### config.mk
export PLATFORM = sky130hd
export DESIGN_NAME = lcp_norm_cmp
export DESIGN_NICKNAME = d
export VERILOG_FILES = /design/src/rtl/lcp_pkg.sv /design/src/rtl/lcp_norm_cmp.sv
export SDC_FILE = /design/constraint.sdc
export NUM_CORES = 2
export LEC_CHECK = 0
export ABC_AREA = 1
export BUFFER_PORTS_ARGS = -buffer_cell sky130_fd_sc_hd__buf_2
export CORE_ASPECT_RATIO = 1.1
export CORE_MARGIN = 1.5
export CORE_UTILIZATION = 40
export DETAILED_ROUTE_END_ITERATION = 7
export PLACE_DENSITY = 0.55
export SKIP_LAST_GASP = 1
export SYNTH_ARGS = -nofsm -noshare
export SYNTH_HDL_FRONTEND = slang
export SYNTH_SLANG_ARGS = --single-unit
### constraint.sdc
create_clock -name clk -period 12.3 [get_ports clk]
set_input_delay 1.23 -clock clk [delete_from_list [all_inputs] [get_ports clk]]
set_output_delay 1.23 -clock clk [all_outputs]
set_load 0.01 [all_outputs]
### src/rtl/lcp_pkg.sv
// Shared types and constants of the complementarity residual checker.
package lcp_pkg;

	// Default for the largest problem dimension the stores can hold.
	localparam int MAX_SIZE_DEF = 64;

	// Fixed widths of the item fields and registers.
	localparam int VAL_W  = 32;
	localparam int ERR_W  = 64;
	localparam int SIZE_W = 7;
	localparam int TOL_W  = 32;
	localparam int CFG_W  = 32;

	// Register reset values.
	localparam logic [SIZE_W-1:0] SIZE_RESET = 7'd64;
	localparam logic [TOL_W-1:0]  TOL_RESET  = 32'd16777;

	// Configuration register indexes.
	localparam logic CFG_SIZE = 1'b0;
	localparam logic CFG_TOL  = 1'b1;

	// Saturation limits of a Q16.16 value.
	localparam logic signed [VAL_W-1:0] VAL_MAX = 32'sh7FFF_FFFF;
	localparam logic signed [VAL_W-1:0] VAL_MIN = 32'sh8000_0000;

	// Item operation codes.
	typedef enum logic [1:0] {
		OP_LOAD_M = 2'd0,
		OP_LOAD_Q = 2'd1,
		OP_LOAD_Z = 2'd2,
		OP_EVAL   = 2'd3
	} op_t;

	// Write enables of the three stores.
	typedef struct packed {
		logic m;
		logic q;
		logic z;
	} wr_sel_t;

endpackage

### src/rtl/lcp_norm_cmp.sv
// Sequential comparison of err^2 * 2^16 against tolerance^2 * sum(q^2).
module lcp_norm_cmp import lcp_pkg::*; #(
	parameter int MAX_SIZE = MAX_SIZE_DEF,
	localparam int SQW = 63 + $clog2(MAX_SIZE)
) (
	input  logic             clk,
	input  logic             arst_n,
	input  logic             start,
	input  logic [ERR_W-1:0] err,
	input  logic [SQW-1:0]   sum_sq,
	input  logic [TOL_W-1:0] tol,
	output logic             done,
	output logic             fail
);

	typedef enum logic [1:0] {
		TGT_T,
		TGT_A,
		TGT_B
	} tgt_t;

	localparam logic [3:0] LAST_STEP = 4'd10;

	logic         run_q;
	logic [3:0]   step_q;
	logic [31:0]  op_a, op_b;
	logic [1:0]   sh;
	tgt_t         tgt;
	logic [95:0]  s_ext;

	logic         pv_q, plast_q, fin_q, done_q, fail_q;
	logic [63:0]  prod_q;
	logic [1:0]   sh_q;
	tgt_t         tgt_q;
	logic [63:0]  tol2_q;
	logic [127:0] acc_a_q;
	logic [159:0] acc_b_q;

	assign s_ext = 96'(sum_sq);

	// Partial products: tol*tol first, then err*err, then tol2*S by 32-bit digits.
	always_comb begin
		op_a = tol;
		op_b = tol;
		sh   = 2'd0;
		tgt  = TGT_T;
		case (step_q)
			4'd0: begin
				op_a = tol;            op_b = tol;            sh = 2'd0; tgt = TGT_T;
			end
			4'd1: begin
				op_a = err[31:0];      op_b = err[31:0];      sh = 2'd0; tgt = TGT_A;
			end
			4'd2: begin
				op_a = err[31:0];      op_b = err[63:32];     sh = 2'd1; tgt = TGT_A;
			end
			4'd3: begin
				op_a = err[63:32];     op_b = err[31:0];      sh = 2'd1; tgt = TGT_A;
			end
			4'd4: begin
				op_a = err[63:32];     op_b = err[63:32];     sh = 2'd2; tgt = TGT_A;
			end
			4'd5: begin
				op_a = tol2_q[31:0];   op_b = s_ext[31:0];    sh = 2'd0; tgt = TGT_B;
			end
			4'd6: begin
				op_a = tol2_q[31:0];   op_b = s_ext[63:32];   sh = 2'd1; tgt = TGT_B;
			end
			4'd7: begin
				op_a = tol2_q[31:0];   op_b = s_ext[95:64];   sh = 2'd2; tgt = TGT_B;
			end
			4'd8: begin
				op_a = tol2_q[63:32];  op_b = s_ext[31:0];    sh = 2'd1; tgt = TGT_B;
			end
			4'd9: begin
				op_a = tol2_q[63:32];  op_b = s_ext[63:32];   sh = 2'd2; tgt = TGT_B;
			end
			4'd10: begin
				op_a = tol2_q[63:32];  op_b = s_ext[95:64];   sh = 2'd3; tgt = TGT_B;
			end
			default: begin
				op_a = tol;            op_b = tol;            sh = 2'd0; tgt = TGT_T;
			end
		endcase
	end

	always_ff @(posedge clk or negedge arst_n) begin
		if (!arst_n) begin
			run_q   <= 1'b0;
			step_q  <= '0;
			pv_q    <= 1'b0;
			plast_q <= 1'b0;
			fin_q   <= 1'b0;
			done_q  <= 1'b0;
		end else begin
			if (start) begin
				run_q  <= 1'b1;
				step_q <= '0;
			end else if (run_q) begin
				step_q <= step_q + 4'd1;
				if (step_q == LAST_STEP) begin
					run_q <= 1'b0;
				end
			end
			pv_q    <= run_q && !start;
			plast_q <= run_q && (step_q == LAST_STEP);
			fin_q   <= pv_q && plast_q;
			done_q  <= fin_q;
		end
	end

	always_ff @(posedge clk) begin
		prod_q <= op_a * op_b;
		sh_q   <= sh;
		tgt_q  <= tgt;
		if (start) begin
			acc_a_q <= '0;
			acc_b_q <= '0;
		end else if (pv_q) begin
			case (tgt_q)
				TGT_T: tol2_q <= prod_q;
				TGT_A: acc_a_q <= acc_a_q + (128'(prod_q) << {sh_q, 5'd0});
				TGT_B: acc_b_q <= acc_b_q + (160'(prod_q) << {sh_q, 5'd0});
				default: tol2_q <= prod_q;
			endcase
		end
		if (fin_q) begin
			fail_q <= ({16'd0, acc_a_q, 16'd0} > acc_b_q);
		end
	end

	assign done = done_q;
	assign fail = fail_q;

endmodule

### Word-level counts from Yosys, hierarchy flattened

Cells that the tools add are included.
W data, S select, Z words.

* logic and storage cells: 65
* output and inout bits: 2
* bits of input ports: 168
* register bits after elaboration: 430

* magnitude comparators: 1
* equal/unequal tests: 12
* multiply operators: 1
* $add $sub $neg: 3
* mux-type cells: 9
* shift-type cells: 2
* reductions and logical operators: 22
* bitwise operators: 2

Operator list (count)
* $add A160 B160 Y160: 1
* $gt A144 B160 Y1: 1
* $pmux W32 S5: 1
* $shl A64 B7 Y160: 1
* $add A128 B128 Y128: 1
* $pmux W32 S4: 1
* $shl A64 B7 Y128: 1
* $mul A32 B32 Y64: 1
* $eq A4 B3 Y1 const B: 4
* $reduce_or A2 Y1: 8
* $eq A4 B4 Y1 const B: 3
* $reduce_or A3 Y1: 3
* $eq A4 B2 Y1 const B: 2
* $mux W4: 2
* $reduce_or A4 Y1: 2
* $pmux W2 S3: 1
* $reduce_or A6 Y1: 1
* $add A4 B1 Y4 const B: 1
* $eq A4 B1 Y1 const B: 1
* $pmux W2 S2: 1
* $reduce_and A2 Y1: 2
* $logic_and A1 B1 Y1: 3
* $mux W1: 3
* $reduce_and A3 Y1: 1
* other kinds (5): 6

### Logic depth before layout (Yosys ltp)

* word-level depth: 4
* depth in mapped cells: 43

### Worst setup path before layout

Ideal clock, no wire load.

* kind: input to register
* start point: input port sum_sq[68]
* end point: register prod_q[36]
* stages on the path: 30
* path buffers: 1
* data required time: 12.228 ns
* library setup time: 0.072 ns
* arrival time: 8.057 ns
* path slack: 4.171 ns
* cell sequence: a22o_1 > a211oi_1 > a21oi_2 > inv_2 > clkbuf_1 > nor2_1 > fa_1 > inv_1 > fa_1 > fa_1 > fa_1 > inv_1 > fa_1 > inv_1 > fa_1 > inv_1 > fa_1 > inv_1 > fa_1 > inv_1 > ha_1 > nand2_1 > nor2_1 > nand2_1 > inv_1 > nand3_1 > o211ai_1 > a21oi_1 > o21ai_0 > xor2_1

* word-level cells in the longest chain between the ends: 2

RTL lines
* start, declared: line lcp_norm_cmp.sv:10 `input logic [SQW-1:0] sum_sq,`
* $pmux W32 S5: line lcp_norm_cmp.sv:47 `case (step_q)`
* $mul A32 B32 Y64: line lcp_norm_cmp.sv:113 `prod_q <= op_a * op_b;`
* end signal, assigned: line lcp_norm_cmp.sv:113
* end, declared: line lcp_norm_cmp.sv:32 `logic [63:0] prod_q;`

No other way between the ends.
A chain may end at the register's enable or synchronous reset.

### Worst setup path in the final report

* start point: register step_q[1]
* end point: register prod_q[46]

* word-level cells in the longest chain between the ends: 4

RTL lines
* start, declared: line lcp_norm_cmp.sv:25 `logic [3:0] step_q;`
* start signal, assigned: line lcp_norm_cmp.sv:100 `step_q <= step_q + 4'd1;`
* $eq A4 B4 Y1, or another cell as far along: line lcp_norm_cmp.sv:47
* $reduce_or A3 Y1 (no source line) or $reduce_or A2 Y1 (tied branches)
* $pmux W32 S4 or $pmux W32 S5 (tied branches): line lcp_norm_cmp.sv:47
* $mul A32 B32 Y64 (*): line lcp_norm_cmp.sv:113

Mark *: on every way between the ends. The rest lies on a longest branch, timed or not.

==> results.md <==
* Status: complete, but fails checks
* Violated checks: max-capacitance violations, max-slew violations
* Syn nets at between 15,000 and 20,000
* Final core occ at 43.5%
* Pin count of the biggest net entering global routing at 112
* First-pass GRT wire length at 702 mm
* Drt via density at between 5 and 6
* Die span in y at between 400 and 500 um
* Worst flop-to-flop path startpoint: step_q[1]
* Startpoint types: flop
* Synth async-reset ratio at 2.09%
* Syn Std Cell Area at 83,400 sq um
* Final Non-Filler Cells at between 15,000 and 20,000
* M1 GR Usage at about 54%
* Dpl cells at around 16,000
* 1st-pass router iterations at 7
* Hold Vio Cnt, Final at 0
* Clk sinks at 430
* Max-slew violation count at just over 40
* Worst Path Buf+Inv at 11
* Critical path class: flop to flop
* GRT busiest layer: met2
* Htree depth at 2
* Area contributors post-synth: fa_1, nand2_1, inv_1, ha_1, nor2_1
* Wire per inst at 31.4 um
* Iteration-0 DRC Markers at 11,800
* Crit. End Element: flop
* Mapped Cells at about 13,000
* Layout cell share with drive strength beyond 1 at 4.12%
* Most frequent cell on the critical path: fa_1
* Kind of path behind the tightest hold check: input pin to async pin
* I/O pins at 170
* Synthesized flop and latch total at 430
* Crit path required time at 12.93 ns
* YS warnings at 0
* Fill count at 22,500
* Die width at 438 um
* Post-cts resize count at 0
* Slowest CP cell: nand2_1
* Area grow syn2layout at 7.88%
* Dpl cell area at 87,500 sq um
* Sequential fraction of the synthesis area at 11.2%
* DRC viols at 0
* Initial antenna violation count at 61
* Number of global-route vias before repair at about 90,000
* Setup repair after global routing missed its margin: false
* # Max-Cap Violations at 15
* Fin area at 90,000 sq um
* Cell family with the largest share of critical-path delay: adder cells
* Post-Route WL at 511 mm
* Peak per-stage delay on the critical path at between 0.7 and 0.8 ns
* Postcts setup bufs at 0
* Multi-input gate area at 61,200 sq um
* Die footprint at between 200,000 and 250,000 sq um
* Period minus WS final at 11.05 ns
* Core Area at 207,000 sq um
* Met3 global-route usage at 15.4%
* Clk Latency, worst-skew pair at between 0.7 and 0.8 ns
* Synth Flop Type: dfxtp_1
* Yosys cell types at 59
* Area share of the largest cell type after synthesis at 21.5%
* Crit. Startpoint: step_q[1]
* Total area of sequential cells at 9310 sq um
* Hold_buf cts at 0
* Final period util at 89.9%
* Critical path fanouts, max at 60
* Routability cong. at 1.16
* Arr. time, crit path at 11.68 ns
* Avg Cell Area, Syn at 6.25 sq um
* Worst Tran Pin Value at around 1.8 ns
* Remaining Overflow, GRT at 0
* Slew HR at -18.4%
* CTS tree: built
* # rows at approximately 180
* Post-synth top area cell: fa_1
* Nets at 15,200
* Layout Skew at 0.0590 ns
* EDFF count, synth at 65
* Root buffer cell: clkbuf_16
* Grt met2 use at 71.8%
* Starting Density at 40.3%
* TNS Setup at 0 ns
* # setup viols final at 0
* Routed Antenna Nets at 0
* Worst-path clk slew at approximately 0.070 ns
* F_max at 0.0905 GHz
* Vias after detailed routing at 92,200
* Buffer depth of the longest clock path at 3
* DP HPWL at 430 mm
* Number of buffers added on ports at 169
* Total GRT Usage at 48.1%
* Num CTS Buffers at 61
[synthesized netlist by cell type (all sizes together), types with 31 or more instances]
master / number
a21oi: 700
nand2: 3619
mux2i: 31
clkbuf: 131
nor3: 70
xor2: 176
edfxtp: 65
buf: 178
nor2: 2018
o21ai: 469
inv: 3112
fa: 898
nand3: 469
ha: 683
dfxtp: 356
nand4: 67
xnor2: 34
[worst register-to-register path: cells and delay by family, from the launching register on]
| kind | cells | cell delay [ns] |
|---|---|---|
| AO/OA/AOI/OAI | 2 | 0.31 |
| XOR/XNOR | 1 | 0.15 |
| adder cells (fa/ha/maj) | 10 | 5.05 |
| buffers and inverters | 11 | 2.66 |
| flip-flops | 1 | 0.43 |
| AND/OR/NAND/NOR | 11 | 2.34 |
[cell families (layout without fill, tap and decap cells)]
| kind of cell | after synthesis | count (layout) | synth area share (%) |
|---|---|---|---|
| XOR/XNOR | 210 | 210 | 2.20 |
| AND/OR/NAND/NOR | 6302 | 6302 | 29.6 |
| multiplexers | 31 | 31 | 0.372 |
| buffers and inverters | 3421 | 3548 | 15.7 |
| adder cells (fa/ha/maj) | 1581 | 1581 | 31.8 |
| AO/OA/AOI/OAI | 1380 | 1380 | 9.21 |
| flip-flops | 430 | 430 | 11.2 |
| other | 0 | 33 | 0 |
[metrics by stage]
stage / setup slack [ns] / hold WS, ns
3_5_place_dp: 1.53 / 0.387
6_report: 1.25 / 0.359
2_1_floorplan: 4.17 / 0.362
5_1_grt: 0.928 / 0.369
3_3_place_gp: 1.47 / 0.393
4_1_cts: 1.51 / 0.364
[sequential cells by signal, indices dropped and copies added (netlist names)]
signal,flops
prod_q,64
acc_a_q,128
pv_q,1
plast_q,1
fin_q,1
tol2_q,64
done,1
fail,1
step_q,4
run_q,1
sh_q,2
acc_b_q,160
tgt_q,2
[worst paths after layout]
kind	to	slack [ns]	cells past startpoint
max	prod_q[46]	1.25	35
min reg2reg	done	0.41	0
min	fin_q	0.36	1
max in group asynchronous	step_q[2]	11.66	1
min in group clk	done	0.41	0
max reg2reg	prod_q[46]	1.25	35
[metal layers]
layer,share of wire (%),vias up
li1,-,40300
met1,35,44100
met2,42,5897
met3,11,1876
met4,12,52
met5,0.077,-
[cell type report]
| cell class | instances | share of cell area, % |
|---|---|---|
| multi-input cells | 9504 | 68.0 |
| well taps | 2743 | 3.81 |
| clock inverters | 35 | 0.538 |
| diodes | 33 | 0.0918 |
| clock buffers | 78 | 1.88 |
| inverters | 3112 | 13.0 |
| repair buffers | 323 | 2.38 |
| flip-flops and latches | 430 | 10.3 |
[cell usage in the layout (no fill, tap or decap), drive strengths merged, types with 12 or more instances in the layout]
cell    count
edfxtp     65
a221oi     29
nor3       70
a31oi      21
nand3     469
clkinv     12
o211ai     20
buf       321
fa        898
diode      33
o21a       13
nor4       30
a21o       27
o21ai     469
a21oi     700
clkbuf     80
nand4      67
nor2     2018
a22oi      28
inv      3118
xor2      176
ha        683
dfxtp     356
nand2    3619
xnor2      34
a22o       19
mux2i      31
o21bai     29
Power is left out: the tool's default activity adds up to more than one toggle a clock period on the data nets, which glitch-free logic cannot reach.
